`src/sv/fbsc_pkg.sv`:
```
// Package with the shared constants and types of the feedback byte stream cipher.
package fbsc_pkg;

	localparam int KEY_BYTES = 16;
	localparam int KEY_IDX_W = $clog2(KEY_BYTES);
	localparam int KEY_LEN_W = 5;
	localparam int CFG_DATA_W = 64;
	localparam int CFG_ADDR_W = 6;

	localparam logic [7:0] POS_INIT = 8'h5A;
	localparam logic [7:0] POS_STEP = 8'd37;

	localparam logic [2:0] REG_KEY_LOW = 3'd0;
	localparam logic [2:0] REG_KEY_HIGH = 3'd1;
	localparam logic [2:0] REG_KEY_LEN = 3'd2;
	localparam logic [2:0] REG_INIT_FB = 3'd3;
	localparam logic [2:0] REG_ROTATE = 3'd4;

	typedef struct packed {
		logic [8*KEY_BYTES-1:0] key;
		logic [KEY_LEN_W-1:0] key_length;
		logic [7:0] initial_feedback;
		logic [2:0] rotate_amount;
	} cfg_t;

endpackage

```
`src/sv/fbsc_if.sv`:
```
// Stream interfaces for the plaintext and ciphertext channels.
interface fbsc_plain_if;
	logic valid;
	logic ready;
	logic [7:0] plain_byte;
	logic last_byte;

	modport source (output valid, output plain_byte, output last_byte, input ready);
	modport sink (input valid, input plain_byte, input last_byte, output ready);
endinterface

interface fbsc_cipher_if;
	logic valid;
	logic ready;
	logic [7:0] cipher_byte;
	logic last_out;

	modport source (output valid, output cipher_byte, output last_out, input ready);
	modport sink (input valid, input cipher_byte, input last_out, output ready);
endinterface

```
`src/sv/feedback_byte_stream_cipher.sv`:
```
// Top level of the feedback byte stream cipher: chain state and result register.
//
// The plain channel takes one plaintext byte per item with a flag that marks
// the last byte of a message; the cipher channel gives one ciphertext byte per
// item with the same flag. Both use valid and ready.
// An accepted item is encrypted in the cycle of its acceptance and its result
// appears in the output register in the next cycle.
// A new item can be accepted in every cycle, also while the previous result is
// being taken; the throughput is one item per cycle unless the receiver stalls,
// set by the chain update (key add, XOR and rotate) that feeds the next byte.
// When the receiver stalls, the result waits in the output register and the
// plain channel drops ready until that result is taken.
// The key, key length, initial feedback and rotation must be written through
// the APB-style port only while no item is in flight; the block does not
// enforce this. Reset clears the registers to their defaults (key length one),
// empties the output register and starts a new message at key index zero.
module feedback_byte_stream_cipher
	import fbsc_pkg::*;
(
	input logic clk,
	input logic arst_n,
	fbsc_plain_if.sink plain,
	fbsc_cipher_if.source cipher,
	input logic psel,
	input logic penable,
	input logic pwrite,
	input logic [CFG_ADDR_W-1:0] paddr,
	input logic [CFG_DATA_W-1:0] pwdata,
	output logic [CFG_DATA_W-1:0] prdata,
	output logic pready
);

	cfg_t cfg;

	logic [7:0] chain_q;
	logic [7:0] pos_q;
	logic [KEY_IDX_W-1:0] key_pos_q;
	logic start_q;
	logic out_valid_q;
	logic [7:0] cipher_q;
	logic last_q;

	logic in_acc;
	logic [KEY_LEN_W-1:0] eff_len;
	logic [KEY_IDX_W-1:0] kidx;
	logic [KEY_LEN_W-1:0] kidx_next;
	logic [7:0] key_byte;
	logic [7:0] chain_val;
	logic [7:0] mask;
	logic [7:0] mixed;
	logic [7:0] cipher_val;

	fbsc_regs u_regs (
		.clk(clk),
		.arst_n(arst_n),
		.psel(psel),
		.penable(penable),
		.pwrite(pwrite),
		.paddr(paddr),
		.pwdata(pwdata),
		.prdata(prdata),
		.pready(pready),
		.cfg(cfg)
	);

	function automatic logic [7:0] rotl8(input logic [7:0] v, input logic [2:0] r);
		logic [15:0] dbl;
		dbl = {v, v} << r;
		return dbl[15:8];
	endfunction

	assign plain.ready = !out_valid_q || cipher.ready;
	assign in_acc = plain.valid && plain.ready;

	always_comb begin
		if (cfg.key_length == '0) begin
			eff_len = KEY_LEN_W'(1);
		end else if (cfg.key_length > KEY_LEN_W'(KEY_BYTES)) begin
			eff_len = KEY_LEN_W'(KEY_BYTES);
		end else begin
			eff_len = cfg.key_length;
		end
		kidx = ({1'b0, key_pos_q} >= KEY_LEN_W'(eff_len)) ? '0 : key_pos_q;
		kidx_next = KEY_LEN_W'(kidx) + KEY_LEN_W'(1);
		key_byte = cfg.key[kidx*8 +: 8];
		chain_val = start_q ? cfg.initial_feedback : chain_q;
		mask = key_byte + pos_q + chain_val;
		mixed = plain.plain_byte ^ mask;
		cipher_val = rotl8(mixed, cfg.rotate_amount);
	end

	always_ff @(posedge clk or negedge arst_n) begin
		if (!arst_n) begin
			chain_q <= '0;
			pos_q <= POS_INIT;
			key_pos_q <= '0;
			start_q <= 1'b1;
		end else if (in_acc) begin
			if (plain.last_byte) begin
				chain_q <= '0;
				pos_q <= POS_INIT;
				key_pos_q <= '0;
				start_q <= 1'b1;
			end else begin
				chain_q <= cipher_val;
				pos_q <= pos_q + POS_STEP;
				key_pos_q <= (kidx_next >= eff_len) ? '0 : kidx_next[KEY_IDX_W-1:0];
				start_q <= 1'b0;
			end
		end
	end

	always_ff @(posedge clk or negedge arst_n) begin
		if (!arst_n) begin
			out_valid_q <= 1'b0;
		end else if (in_acc) begin
			out_valid_q <= 1'b1;
		end else if (cipher.ready) begin
			out_valid_q <= 1'b0;
		end
	end

	always_ff @(posedge clk) begin
		if (in_acc) begin
			cipher_q <= cipher_val;
			last_q <= plain.last_byte;
		end
	end

	assign cipher.valid = out_valid_q;
	assign cipher.cipher_byte = cipher_q;
	assign cipher.last_out = last_q;

	a_last_restarts: assert property (@(posedge clk) disable iff (!arst_n)
		in_acc && plain.last_byte |=> start_q && pos_q == POS_INIT && key_pos_q == '0)
		else $error("Message end did not restart the chain state.");

	a_pos_step: assert property (@(posedge clk) disable iff (!arst_n)
		in_acc && !plain.last_byte |=> pos_q == 8'($past(pos_q) + POS_STEP))
		else $error("Position term did not advance by its step.");

	a_chain_follows: assert property (@(posedge clk) disable iff (!arst_n)
		in_acc && !plain.last_byte |=> chain_q == cipher_q && !start_q)
		else $error("Chain byte differs from the last ciphertext byte.");

	a_no_overrun: assert property (@(posedge clk) disable iff (!arst_n)
		out_valid_q && !cipher.ready |-> !plain.ready)
		else $error("Item taken while the output register holds a stalled result.");

endmodule

```
`src/sv/fbsc_regs.sv`:
```
// Configuration register file with its APB-style access port.
module fbsc_regs
	import fbsc_pkg::*;
(
	input logic clk,
	input logic arst_n,
	input logic psel,
	input logic penable,
	input logic pwrite,
	input logic [CFG_ADDR_W-1:0] paddr,
	input logic [CFG_DATA_W-1:0] pwdata,
	output logic [CFG_DATA_W-1:0] prdata,
	output logic pready,
	output cfg_t cfg
);

	logic [63:0] key_low_q;
	logic [63:0] key_high_q;
	logic [KEY_LEN_W-1:0] key_len_q;
	logic [7:0] init_fb_q;
	logic [2:0] rotate_q;
	logic wr_en;
	logic [2:0] reg_idx;

	assign pready = 1'b1;
	assign wr_en = psel & penable & pwrite;
	assign reg_idx = paddr[CFG_ADDR_W-1:3];

	always_ff @(posedge clk or negedge arst_n) begin
		if (!arst_n) begin
			key_low_q <= '0;
			key_high_q <= '0;
			key_len_q <= KEY_LEN_W'(1);
			init_fb_q <= '0;
			rotate_q <= '0;
		end else if (wr_en) begin
			unique case (reg_idx)
				REG_KEY_LOW: key_low_q <= pwdata;
				REG_KEY_HIGH: key_high_q <= pwdata;
				REG_KEY_LEN: key_len_q <= pwdata[KEY_LEN_W-1:0];
				REG_INIT_FB: init_fb_q <= pwdata[7:0];
				REG_ROTATE: rotate_q <= pwdata[2:0];
				default: ;
			endcase
		end
	end

	always_comb begin
		unique case (reg_idx)
			REG_KEY_LOW: prdata = key_low_q;
			REG_KEY_HIGH: prdata = key_high_q;
			REG_KEY_LEN: prdata = {{(CFG_DATA_W-KEY_LEN_W){1'b0}}, key_len_q};
			REG_INIT_FB: prdata = {{(CFG_DATA_W-8){1'b0}}, init_fb_q};
			REG_ROTATE: prdata = {{(CFG_DATA_W-3){1'b0}}, rotate_q};
			default: prdata = '0;
		endcase
	end

	assign cfg.key = {key_high_q, key_low_q};
	assign cfg.key_length = key_len_q;
	assign cfg.initial_feedback = init_fb_q;
	assign cfg.rotate_amount = rotate_q;

endmodule
```
`src/flat_wrapper.sv`:
```
// flat-port wrapper written by rule: the top's interface ports become plain ports
module feedback_byte_stream_cipher_flat import fbsc_pkg::*;
  (clk, arst_n, psel, penable, pwrite, paddr, pwdata, prdata, pready, plain_valid, plain_plain_byte, plain_last_byte, plain_ready, cipher_valid, cipher_cipher_byte, cipher_last_out, cipher_ready);
  fbsc_plain_if plain_i ();
  fbsc_cipher_if cipher_i ();
  input logic clk;
  input logic arst_n;
  input logic psel;
  input logic penable;
  input logic pwrite;
  input logic [CFG_ADDR_W-1:0] paddr;
  input logic [CFG_DATA_W-1:0] pwdata;
  output logic [CFG_DATA_W-1:0] prdata;
  output logic pready;
  input wire logic [$bits(plain_i.valid)-1:0] plain_valid;
  input wire logic [$bits(plain_i.plain_byte)-1:0] plain_plain_byte;
  input wire logic [$bits(plain_i.last_byte)-1:0] plain_last_byte;
  output wire logic [$bits(plain_i.ready)-1:0] plain_ready;
  output wire logic [$bits(cipher_i.valid)-1:0] cipher_valid;
  output wire logic [$bits(cipher_i.cipher_byte)-1:0] cipher_cipher_byte;
  output wire logic [$bits(cipher_i.last_out)-1:0] cipher_last_out;
  input wire logic [$bits(cipher_i.ready)-1:0] cipher_ready;
  assign plain_i.valid = plain_valid;
  assign plain_i.plain_byte = plain_plain_byte;
  assign plain_i.last_byte = plain_last_byte;
  assign plain_ready = plain_i.ready;
  assign cipher_valid = cipher_i.valid;
  assign cipher_cipher_byte = cipher_i.cipher_byte;
  assign cipher_last_out = cipher_i.last_out;
  assign cipher_i.ready = cipher_ready;
  feedback_byte_stream_cipher u_core (.clk(clk), .arst_n(arst_n), .plain(plain_i), .cipher(cipher_i), .psel(psel), .penable(penable), .pwrite(pwrite), .paddr(paddr), .pwdata(pwdata), .prdata(prdata), .pready(pready));
endmodule
```
`config.mk`:
```
export PLATFORM = sky130hd
export DESIGN_NAME = feedback_byte_stream_cipher_flat
export DESIGN_NICKNAME = d
export VERILOG_FILES = /design/src/sv/fbsc_pkg.sv /design/src/sv/fbsc_if.sv /design/src/sv/feedback_byte_stream_cipher.sv /design/src/sv/fbsc_regs.sv /design/src/flat_wrapper.sv
export SDC_FILE = /design/constraint.sdc
export NUM_CORES = 1
export LEC_CHECK = 0
export BUFFER_PORTS_ARGS = -buffer_cell sky130_fd_sc_hd__buf_4
export CORE_MARGIN = 8
export CORE_UTILIZATION = 55
export CTS_BUF_LIST = sky130_fd_sc_hd__clkbuf_8
export CTS_CLUSTER_DIAMETER = 80
export CTS_CLUSTER_SIZE = 30
export DETAILED_ROUTE_END_ITERATION = 8
export PLACE_DENSITY = 0.78
export REMOVE_ABC_BUFFERS = 1
export SETUP_SLACK_MARGIN = 0.1
export SLEW_MARGIN = 10
export SYNTH_ARGS = -nofsm -noshare
export SYNTH_HDL_FRONTEND = slang
export SYNTH_SLANG_ARGS = --single-unit
```
`constraint.sdc`:
```
create_clock -name clk -period 8.6 [get_ports clk]
set_clock_uncertainty 0.15 [all_clocks]
set_input_delay 0.43 -clock clk [delete_from_list [all_inputs] [get_ports clk]]
set_output_delay 0.43 -clock clk [all_outputs]
set_load 0.01 [all_outputs]
```
# Yosys cells after proc, flatten, opt, wreduce, memory -nomap -nowiden
# Index checks and enable logic that the tools add are counted.
# classes
n_addsub,4
multipliers,0
div_mod_pow,0
order_cmp,3
eq_ne,4
shifts,2
mux,12
bitwise,3
reduce_logical,11
# op_table
op,count
64-bit one-hot mux with 5 select lines,1
128-bit by 8-bit indexed part select with 8-bit output,1
8-bit 2-to-1 mux,3
8-bit adder,2
16-bit by 3-bit << shifter with 16-bit output,1
4-bit 2-to-1 mux,3
5-bit 2-to-1 mux,2
2-bit AND reduction,5
8-bit by 6-bit adder with 8-bit output (second input constant),1
8-bit XOR,1
3-bit by 2-bit == test with 1-bit output (second input constant),2
4-bit by 1-bit adder with 5-bit output (second input constant),1
4-bit by 5-bit greater-or-equal comparator with 1-bit output,1
5-bit greater-or-equal comparator,1
5-bit greater-than comparator (second input constant),1
5-bit logical NOT,1
3-bit by 1-bit == test with 1-bit output (second input constant),1
3-bit == test (second input constant),1
3-bit logical NOT,1
1-bit 2-to-1 mux,3
1-bit bitwise AND,2
2-bit nonzero test,1
1-bit logical AND,1
1-bit logical NOT,1
1-bit logical OR,1
# word_totals
reg_bits,175
latch_bits,0
ram_bits,0
rom_bits,0
in_bits,86
output_inout_bits,76
word_cells,51
n_memories,0

# Logic depth before layout (Yosys ltp)
# Gate-level depths: netlist (run 1).
# logic_depth
word_depth,11
ltp_mapped,23
depth_no_buf,22

# By module
# Synthesis (run 1) repeated with hierarchy kept, for this count alone.
# hier_totals
hier_cells,878
area_unflattened_um2,10156.0
# by_module_without_submodules
module,instances,cells_each,area_per_inst_um2,seq_area_each_um2
fbsc_regs,1,422,6505.0,3604.7
feedback_byte_stream_cipher,1,456,3651.0,827.0

# Least setup slack after synthesis (run 1)
# No wires, ideal clock.
# synth_path
kind,register to register
startpoint,reg u_core.key_pos_q[0]
endpoint,"reg u_core.cipher_q[3] (netlist: u_core.cipher.cipher_byte[3]), data pin"
setup_time_ns,0.268
arrival_time_ns,4.998
required_ns,8.182
setup_slack_ns,3.184
path_stages_with_launch,23
path_buffers,3
synth_period_minus_slack_ns,5.416
cell_sequence,dfrtp_1 buf_2 clkbuf_1 inv_1 ha_1 nand2b_4 a2111oi_4 o21ai_2 clkbuf_1 a221oi_1 o21ai_0 a21oi_1 a31oi_1 fa_1 ha_1 fa_1 a21o_1 a21oi_1 o21ai_0 xnor2_1 xnor2_2 nor2_1 o31ai_1
# synth_via
elab_chain_len,7
# synth_rtl
item,line_no,text
"start, declared",feedback_byte_stream_cipher.sv:37,logic [KEY_IDX_W-1:0] key_pos_q;
"start signal, assigned",feedback_byte_stream_cipher.sv:107,key_pos_q <= (kidx_next >= eff_len) ? '0 : kidx_next[KEY_IDX_W-1:0];
4-bit by 5-bit greater-or-equal comparator with 1-bit output,feedback_byte_stream_cipher.sv:83,"kidx = ({1'b0, key_pos_q} >= KEY_LEN_W'(eff_len)) ? '0 : key_pos_q;"
4-bit 2-to-1 mux (*),feedback_byte_stream_cipher.sv:83,
128-bit by 8-bit indexed part select with 8-bit output (*),feedback_byte_stream_cipher.sv:85,key_byte = cfg.key[kidx*8 +: 8];
8-bit adder (*) (2 in a row),feedback_byte_stream_cipher.sv:87,mask = key_byte + pos_q + chain_val;
8-bit XOR (*),feedback_byte_stream_cipher.sv:88,mixed = plain.plain_byte ^ mask;
16-bit by 3-bit << shifter with 16-bit output (*),feedback_byte_stream_cipher.sv:68,"dbl = {v, v} << r;"
named net u_core.cipher_val[3],feedback_byte_stream_cipher.sv:51,logic [7:0] cipher_val;
"end signal, assigned",feedback_byte_stream_cipher.sv:125,cipher_q <= cipher_val;
"end, declared",feedback_byte_stream_cipher.sv:40,logic [7:0] cipher_q;
# Mark *: on every way through the listed nets, which the timed path passes. The rest lies on a longest branch.
# A chain may end at the register's enable or synchronous reset.

# Worst setup path after layout (run 1)
# layout_path
startpoint,reg u_core.key_pos_q[0]
endpoint,"reg u_core.cipher_q[7] (netlist: u_core.cipher.cipher_byte[7]), data pin"
# Same word-level chain as after synthesis.

==> results_dict.tcl, run 1 <==
set metrics [dict create \
    endpoint_kind "flip-flop" \
    die_area_sq_um 22200 \
    yosys-top-cells-area "dfrtp_1 41%, mux2_2 16%, a22o_1 5.1%" \
    clock_path_buffers 2 \
    cts-root-buf "clkbuf_8" \
    p_per_area_nw_per_um2 275 \
    avgSynthCellArea_sq_um 11.1 \
    drc_errors 0 \
    area_growth_pct 18.5 \
    irDropWorstVdd_v 0.000244 \
    setup_viol 0 \
    synth_cells 874 \
    wl_per_cell_um 21.2 \
    placed_cell_area_sq_um 11100 \
    outcome "finished clean" \
    ys_warn_count 0 \
    synthArstFlopShare 0.949 \
    cp_data_required_time_ns 8.65 \
    ys_types 56 \
    cts_tree "done" \
    hp-class "in -> reg" \
    leakagePower_nw 5.34 \
    dr.pass1.iters 5 \
    die_y_um 149 \
    post-place-ws_ns 2.13 \
    nets 1114 \
    worstMarginPinSlew_ns 0.982 \
    vias 7664 \
    maxCapViolCount 0 \
    p_total_mw 3.16 \
    routed_wl_um 26400 \
    htreeDepth 4 \
    final_cell_area_sq_um 11500 \
    hpwl_um 17900 \
    hold_viol 0 \
    start_kind "flip-flop" \
    yosysTopAreaCellShare 0.412 \
    gp_congestion 0.845 \
    final_core_util 0.666 \
    finalMaxSlewViolations 0 \
    worstPathArrival_ns 6.56 \
    fin_crit_ns 6.52 \
    crit_slowest_cell "o21a_1" \
    rsz0062_at_grt "no" \
    port_buffers 157 \
    post-cts-setup-buffer-count 0 \
    grt_max_degree 93 \
    synth-edff-count 9 \
    core_area_sq_um 17300 \
    cp_slowest_stage_delay_ns 0.88 \
    rows 48 \
    start_util 0.562 \
    drive_gt1_frac 0.362 \
    ioPinCount 162 \
    slew_headroom 0.346 \
    yosysTopAreaCell "dfrtp_1" \
    antenna_found_initial 1 \
    syn_area_sq_um 9710 \
    ys_seq_area_frac 0.456 \
    synthFlopType "dfrtp_1" \
    timing.final.ws_setup_ns 2.08 \
    cts.sinks 175 \
    grt_pass1_vias 7872 \
    clk_pin_slew_worst_paths_ns 0.09 \
    antenna_left 0 \
    die_x_um 149 \
    cts_resized 0 \
    grtUsageTotal 0.238 \
    fin_crit_sh 0.758 \
    path_class "reg -> reg" \
    fmax_ghz 0.153 \
    crit_fanout 37 \
    overflow 0 \
    grt_pass1_wl_um 41900 \
    viasPerCell 6.17 \
    ys_ff_latch 175 \
    cts_made_buffers 17 \
    first_iter_violations 511 \
    tns_ns 0 \
    insertion_delay_ns 0.46 \
    path_cells "buf_4, inv_1, ha_1, nand2b_4, a2111oi_4, o21a_1, nand2_1, nand3_1, nand3_1, a31oi_1, fa_1, ha_1, fa_1, a21o_1, a21oi_1, o21ai_0, xnor2_1, xnor2_2, nor2_1, o31ai_1" \
]
-- synthesized netlist by cell type (15+ instances only) --
master / count
clkbuf_1: 36
ha_1: 17
a21oi_1: 16
mux2_2: 140
buf_2: 15
nand2_1: 87
o21ai_0: 40
dfrtp_1: 160
inv_1: 28
mux2i_1: 28
a221oi_1: 28
nand3_1: 16
a22o_1: 57
nor2_1: 32
-- routing by layer --
metal	vias to the layer above	wire (um)	global-route usage
met4	0	515	0.0666
met2	300	12600	0.383
met5	-	0	0
li1	3485	-	-
met1	3836	11400	0.310
met3	43	1900	0.0637
-- cell usage in the layout, fill, tap and decap left out, drive strengths merged, types with 13 or more instances in the layout --
master	count
nand3	16
a221oi	28
mux2i	28
mux2	140
and3	13
nor2	32
nand2	87
buf	169
o31ai	13
a21oi	16
ha	17
inv	34
clkbuf	18
o21ai	44
dfrtp	160
a22o	57
-- sequential cells by signal, summed over array words and instances (netlist names) --
register	flops
u_core.u_regs.key_high_q	64
u_core.u_regs.key_low_q	64
u_core.chain_q	8
u_core.cipher.cipher_byte	8
u_core.pos_q	8
u_core.u_regs.init_fb_q	8
u_core.u_regs.key_len_q	5
u_core.key_pos_q	4
u_core.u_regs.rotate_q	3
u_core.cipher.last_out	1
u_core.cipher.valid	1
u_core.start_q	1
-- critical path, delay by kind of cell (launching register included) --
family	cells	cell delay, ns
buffers and inverters	2	0.51
flip-flops	1	0.33
XOR/XNOR	2	0.45
AO/OA/AOI/OAI	7	2.56
adder cells (fa/ha/maj)	4	1.46
AND/OR/NAND/NOR	5	0.80
-- worst paths after layout --
check / cells after the start / startpoint / slack [ns] / endpoint
hold reg to reg: 2 / u_core.pos_q[1]$_DFFE_PN1P_ / 0.36 / u_core.pos_q[1]$_DFFE_PN1P_
setup reg to reg: 20 / u_core.key_pos_q[0]$_DFFE_PN0P_ / 2.08 / u_core.cipher.cipher_byte[7]$_DFFE_PP_
setup / recovery: 20 / u_core.key_pos_q[0]$_DFFE_PN0P_ / 2.08 / u_core.cipher.cipher_byte[7]$_DFFE_PP_
min in group asynchronous: 2 / arst_n / 0.47 / u_core.u_regs.key_low_q[55]$_DFFE_PN0P_
max in group asynchronous: 3 / arst_n / 6.35 / u_core.u_regs.key_low_q[10]$_DFFE_PN0P_
hold / removal: 3 / pwdata[37] / 0.03 / u_core.u_regs.key_low_q[37]$_DFFE_PN0P_
-- per-stage QoR --
stage | std cells | hold slack (ns)
floorplan | 814 | -0.0156
global placement | 1208 | 0.337
detailed placement | 1208 | 0.339
CTS | 1241 | 0.00514
global route | 1242 | 0.00438
finish | 1242 | 0.0301
-- cells by family (layout without fill, tap and decap cells) --
group | Yosys count | after routing | synth area share
xor+xnor | 18 | 18 | 0.0170
buf+inv | 90 | 232 | 0.0371
flops | 175 | 175 | 0.456
compound gates | 216 | 216 | 0.166
fa+ha+maj | 25 | 25 | 0.0384
mux | 173 | 173 | 0.203
simple gates | 176 | 176 | 0.0817
other cells | 1 | 2 | 0.000386
-- cell type report --
cell class / count / area, sq um
multi-input cells: 609 / 4960
repair buffers: 170 / 1280
fillers: 1367 / 5780
flip-flops and latches: 175 / 4430
clock inverters: 14 / 195
diodes: 1 / 2.50
clock buffers: 18 / 248
well taps: 225 / 282
inverters: 30 / 113
-- report_power, final --
group / internal, mW / leakage [nW] / switching [mW]
registers: 1.04 / 2.19 / 0.160
clock network: 0.306 / 0.225 / 0.329
logic: 0.592 / 2.93 / 0.735
-- what timing repair did --
action,CTS,global route
hold buffers,1,0
endpoints found under the hold margin,86,0
setup endpoints to repair,0,0
No activity file was read; power rests on OpenSTA's default activity.
==> inputs of run 2 (changes only) <==
--- a/config.mk
+++ b/config.mk
@@ -5,6 +5,7 @@
 export SDC_FILE = /design/constraint.sdc
 export NUM_CORES = 1
 export LEC_CHECK = 0
+export ABC_AREA = 1
 export BUFFER_PORTS_ARGS = -buffer_cell sky130_fd_sc_hd__buf_4
 export CORE_MARGIN = 8
 export CORE_UTILIZATION = 55
==> constraint.sdc (replaced) <==
create_clock -name clk -period 6.11 [get_ports clk]
set_clock_uncertainty 0.15 [all_clocks]
set_input_delay 0.3055 -clock clk [delete_from_list [all_inputs] [get_ports clk]]
set_output_delay 0.3055 -clock clk [all_outputs]
set_load 0.01 [all_outputs]
==> run 2 against run 1 <==
  * Critical path type unchanged
  * Die area about the same
  * Largest cell class is now flip-flops and latches
  * Combinational power increased by 80%
  * Critical path depth increased by 10
  * Global-route usage increased by 1.8 points
  * Sequential power increased by 43%
  * Highest routed layer unchanged
==> results_dict.tcl, run 2 <==
set metrics [dict create \
    overflow 0 \
    fin_crit_sh 0.949 \
    finalMaxSlewViolations 0 \
    cts.sinks 175 \
    die_area_sq_um 22200 \
    first_iter_violations 871 \
    worstMarginPinSlew_ns 1.20 \
    final_common_cell "nand2_1" \
    cp_data_required_time_ns 6.18 \
    seq_area_sq_um 4430 \
    yosysTopAreaCell "dfrtp_1" \
    area_growth_pct 26.7 \
    worstPathArrival_ns 5.87 \
    vias 9349 \
    grtUsageTotal 0.255 \
    yosysTopAreaCellShare 0.412 \
    multi_input_area_sq_um 4400 \
    hpwl_um 18500 \
    clk_pin_slew_worst_paths_ns 0.09 \
    fin_crit_ns 5.80 \
    routed_wl_um 28800 \
    die_y_um 149 \
    ys_types 50 \
    fmax_ghz 0.173 \
    grt_pass1_vias 9170 \
    synth_cells 1209 \
    hold_slack_ns 0.249 \
    critical-path-top-delay-family "simple AND/OR/NAND/NOR gates" \
    syn_area_sq_um 9720 \
    setup_viol 0 \
    drive_gt1_frac 0.183 \
    antenna_left 0 \
    synth-edff-count 9 \
    viasPerCell 5.69 \
    path_buf_inv 3 \
    cp_slowest_stage_delay_ns 0.54 \
    crit_slowest_cell "or4_4" \
    grt_pass1_wl_um 45800 \
    wl_met2_um 13800 \
    outcome "finished clean" \
    dr.pass1.iters 6 \
    insertion_delay_ns 0.47 \
    p_per_area_nw_per_um2 404 \
    core_area_sq_um 17300 \
    grt_max_degree 111 \
    htreeDepth 4 \
    wl_per_cell_um 17.5 \
    start_kind "flip-flop" \
    final_core_util 0.712 \
    p_total_mw 4.97 \
    yosys-top-cells-area "dfrtp_1 41%, nand2_1 10%, o21ai_0 10%" \
    avgSynthCellArea_sq_um 8.04 \
    gp_congestion 0.877 \
    synth.most_common_cell "nand2_1" \
    port_buffers 157 \
    maxCapViolCount 0 \
    cts_tree "done" \
    synthFlopType "dfrtp_1" \
    crit_top_cell "nand2_1" \
    drc_errors 0 \
    irDropWorstVdd_v 0.000291 \
    crit_fanout 12 \
    top_regs "u_core.u_regs.key_high_q (64), u_core.u_regs.key_low_q (64)" \
    leakagePower_nw 5.94 \
    place_inst 1536 \
    die_x_um 149 \
    ys_seq_area_frac 0.456 \
    ys_ff_latch 175 \
    tns_ns 0 \
    instances_no_fill 1644 \
    hp-class "in -> reg" \
    clock_path_buffers 2 \
    rsz0062_at_grt "yes" \
    met3WireLength_um 1970 \
    slew_headroom 0.192 \
    endpoint_kind "flip-flop" \
    synthArstFlopShare 0.949 \
    ys_warn_count 0 \
    wl_met1_um 12200 \
    cts-root-buf "clkbuf_8" \
    hold_viol 0 \
    rows 48 \
    antenna_found_initial 0 \
    nets 1517 \
    fill_cells 1349 \
    ioPinCount 162 \
    synthTopCellsByCount "268 x nand2_1, 195 x o21ai_0, 180 x inv_1" \
    start_util 0.562 \
    path_class "reg -> reg" \
    layout_common_cells "266 x nand2_1, 194 x o21ai_0, 181 x inv_1" \
    highest_layer "met4" \
    cts_made_buffers 17 \
]
## run 2: cell types whose count changed after synthesis, moves of 35 or more
cell / before / now
a22o_1: 57 / 0
inv_1: 28 / 180
mux2_2: 140 / 3
nand2_1: 87 / 268
nand3_1: 16 / 51
o21ai_0: 40 / 195
o22ai_1: 6 / 58
## run 2: cells by family after synthesis
family	synth area share
AND/OR/NAND/NOR	0.174
AO/OA/AOI/OAI	0.201
multiplexers	0.0107
other	0.000386
buffers and inverters	0.105
adder cells (fa/ha/maj)	0.0384
XOR/XNOR	0.0144
flip-flops	0.456
## run 2: stage by stage
stage          worst slack, ns  area [sq um]
2_1_floorplan            0.344          9400
3_3_place_gp             0.253         11000
3_5_place_dp             0.189         11000
4_1_cts                  0.147         12100
5_1_grt                 0.0348         12300
6_report                 0.314         12300
## run 2: timing repair
action,CTS,global route
hold buffers,67,0
gates resized for setup,0,23
setup endpoints to repair,0,16
endpoints found under the hold margin,236,0
buffers inserted,0,6
## run 2: final cells by class
| cell class | instances | area share |
|---|---|---|
| flip-flops and latches | 175 | 0.360 |
| clock buffers | 18 | 0.0201 |
| repair buffers | 248 | 0.168 |
| diodes | 1 | 0.000203 |
| multi-input cells | 779 | 0.358 |
| clock inverters | 13 | 0.0139 |
| well taps | 225 | 0.0229 |
| inverters | 185 | 0.0568 |
## run 2: path summary, 6_finish.rpt
kind | startpoint | end | slack (ns) | cells after the start
max in group asynchronous | arst_n | u_core.u_regs.key_high_q[11]$_DFFE_PN0P_ | 4.05 | 3
min reg2reg | u_core.chain_q[0]$_DFFE_PN0P_ | u_core.chain_q[0]$_DFFE_PN0P_ | 0.34 | 2
max | u_core.u_regs.key_len_q[2]$_DFFE_PN0P_ | u_core.cipher.cipher_byte[3]$_DFFE_PP_ | 0.31 | 30
max reg2reg | u_core.u_regs.key_len_q[2]$_DFFE_PN0P_ | u_core.cipher.cipher_byte[3]$_DFFE_PP_ | 0.31 | 30
min | plain_valid | u_core.cipher.valid$_DFFE_PN0P_ | 0.25 | 3
min in group asynchronous | arst_n | u_core.u_regs.key_low_q[33]$_DFFE_PN0P_ | 0.38 | 2
## run 2: tightest hold or removal path, cell delays in order
cell and delay, ns:
buf_4 0.08, nand2_1 0.31, nand2_1 0.15
## run 2: where the power goes
part / total [mW] / switching (mW) / internal (mW)
Clock: 0.867 / 0.418 / 0.449
Sequential: 1.71 / 0.197 / 1.51
Combinational: 2.40 / 1.40 / 0.994
Total: 4.97 / 2.02 / 2.95
## run 2: metal layers
layer  global-route usage  up-vias
li1                     -     4407
met1                0.330     4475
met2                0.415      392
met3               0.0519       75
met4               0.0994        0
met5                    0        -
==> inputs of run 3 (changes only) <==
--- a/config.mk
+++ b/config.mk
@@ -5,7 +5,6 @@
 export SDC_FILE = /design/constraint.sdc
 export NUM_CORES = 1
 export LEC_CHECK = 0
-export ABC_AREA = 1
 export BUFFER_PORTS_ARGS = -buffer_cell sky130_fd_sc_hd__buf_4
 export CORE_MARGIN = 8
 export CORE_UTILIZATION = 55
==> run 3 against run 2 <==
  * Clock power down 3.1%
  * Die area about the same
  * Count of clock-buffer cells in the layout is 1 lower
  * Via count shrank 12%
  * Highest routed layer unchanged
  * Largest power group unchanged
  * Hold slack worse by 0.0061 ns
  * Global-route usage fell by 0.49 points
  * Routed wire length fell by 3.8%
==> results_dict.tcl, run 3 (synthesized netlist as in run 1, its figures left out) <==
set metrics [dict create \
    fmax_ghz 0.176 \
    layout_common_cells "177 x buf_4, 160 x dfrtp_1, 140 x mux2_2" \
    clock_path_buffers 2 \
    fin_crit_sh 0.928 \
    ioPinCount 162 \
    rsz0062_at_grt "no" \
    die_x_um 149 \
    leakagePower_nw 5.66 \
    drive_gt1_frac 0.348 \
    irDropWorstVdd_v 0.000330 \
    p_switching_mw 1.75 \
    core_area_sq_um 17300 \
    p_per_area_nw_per_um2 365 \
    seqPwrFrac 0.380 \
    grt_pass1_vias 8239 \
    swShare 0.392 \
    port_buffers 157 \
    gp_congestion 0.842 \
    timing.rr.end "u_core.cipher.cipher_byte[0]$_DFFE_PP_" \
    finalMaxSlewViolations 0 \
    cp_data_required_time_ns 6.27 \
    die_y_um 149 \
    antenna_left 0 \
    drc_errors 0 \
    antenna_found_initial 4 \
    hold_viol 0 \
    path_class "reg -> reg" \
    wl_per_cell_um 20.9 \
    fin_crit_ns 5.67 \
    die_area_sq_um 22200 \
    endpoint_kind "flip-flop" \
    place_inst 1217 \
    htreeDepth 4 \
    p_int_mw 2.72 \
    instances_no_fill 1322 \
    final_common_cell "buf_4" \
    overflow 0 \
    multi_input_area_sq_um 4970 \
    cts-root-buf "clkbuf_8" \
    viasPerCell 6.20 \
    vias 8200 \
    outcome "finished clean" \
    clk_pin_slew_worst_paths_ns 0.09 \
    routed_wl_um 27700 \
    seq_area_sq_um 4430 \
    cts.sinks 175 \
    cts_made_buffers 17 \
    start_util 0.562 \
    area_growth_pct 26.2 \
    maxCapViolCount 0 \
    endpoint "u_core.cipher.cipher_byte[0]$_DFFE_PP_" \
    grt_pass1_wl_um 44200 \
    crit_fanout 35 \
    pwr-share-clk 0.188 \
    nets 1191 \
    first_iter_violations 607 \
    timing.rr.start "u_core.u_regs.key_len_q[2]$_DFFE_PN0P_" \
    p_total_mw 4.47 \
    top_regs "u_core.u_regs.key_high_q (64), u_core.u_regs.key_low_q (64)" \
    worstPathArrival_ns 5.83 \
    hp-class "in -> reg" \
    slew_headroom 0.239 \
    cts_tree "done" \
    grt_max_degree 100 \
    insertion_delay_ns 0.47 \
    dr.pass1.iters 5 \
    fill_cells 1265 \
    share_comb_of_total_power 0.432 \
    reg2reg_depth 23 \
    worstMarginPinSlew_ns 1.13 \
    setup_viol 0 \
    ff2ff_setup_slack_ns 0.44 \
    startpoint "u_core.u_regs.key_len_q[2]$_DFFE_PN0P_" \
    start_kind "flip-flop" \
    hpwl_um 18200 \
    grtUsageTotal 0.251 \
    rows 48 \
]
[run 3: repair_timing]
action,CTS,global route
endpoints found under the hold margin,245,0
endpoints found under the setup margin,0,16
gates resized for setup,0,4
hold buffers,68,0
setup buffers,0,1
[run 3: area by class of cell]
class | instances | share of cell area
diodes | 4 | 0.000817
clock buffers | 17 | 0.0191
clock inverters | 15 | 0.0141
well taps | 225 | 0.0230
repair buffers | 247 | 0.167
multi-input cells | 609 | 0.406
inverters | 30 | 0.00919
flip-flops and latches | 175 | 0.362
[run 3: routing by layer]
| metal | vias up | wire length (um) | GRT usage |
|---|---|---|---|
| li1 | 3677 | - | - |
| met1 | 4126 | 11200 | 0.322 |
| met2 | 365 | 13700 | 0.410 |
| met3 | 32 | 2350 | 0.0658 |
| met4 | 0 | 401 | 0.0707 |
| met5 | - | 0 | 0 |
[run 3: worst min-delay path by stage]
stage	from	depth (start not counted)	end	slack [ns]
2_1_floorplan	arst_n	0	u_core.chain_q[0]$_DFFE_PN0P_	-0.14
3_3_place_gp	arst_n	1	u_core.u_regs.key_low_q[39]$_DFFE_PN0P_	0.31
3_5_place_dp	arst_n	1	u_core.u_regs.key_high_q[39]$_DFFE_PN0P_	0.31
4_1_cts	paddr[5]	4	u_core.u_regs.key_len_q[4]$_DFFE_PN0P_	0.21
5_1_grt	paddr[5]	4	u_core.u_regs.key_len_q[4]$_DFFE_PN0P_	0.25
6_report	paddr[5]	4	u_core.u_regs.key_len_q[4]$_DFFE_PN0P_	0.24
[run 3: critical path, stage by stage (launching register included)]
cell and delay (ns):
dfrtp_1 0.42, nor3_1 0.19, nor2_1 0.06, nor2_1 0.14
ha_1 0.26, nand2b_4 0.15, a2111oi_4 0.27, buf_4 0.20
o21ai_2 0.06, buf_4 0.27, a221oi_1 0.29, o21ai_0 0.13
a21oi_1 0.17, a31oi_1 0.12, fa_1 0.48, ha_1 0.24
fa_1 0.41, a21o_1 0.18, a21oi_1 0.22, o21ai_0 0.18
xnor2_1 0.20, xnor2_2 0.32, nand2_1 0.18, a31oi_1 0.21
[run 3: power by group through the flow]
| stage | Sequential [mW] | Clock, mW | Combinational, mW |
|---|---|---|---|
| 6_report | 1.70 | 0.840 | 1.93 |
| 5_1_grt | 1.73 | 0.898 | 2.12 |
| 4_1_cts | 1.69 | 0.851 | 1.89 |
| 3_5_place_dp | 1.71 | 0 | 1.84 |
| 3_3_place_gp | 1.69 | 0 | 1.79 |
| 2_1_floorplan | 1.66 | 0 | 1.31 |
[run 3: per-stage QoR]
step,utilization,area (sq um),setup WS [ns],hold slack [ns],setup TNS (ns)
after floorplan,-,9470,-1.54,-0.140,-160.20
after global placement,0.644,11100,0.471,0.309,0
after detailed placement,0.644,11100,0.409,0.314,0
after CTS,0.706,12200,0.360,0.213,0
after global routing,0.708,12300,0.123,0.253,0
final,0.708,12300,0.441,0.243,0
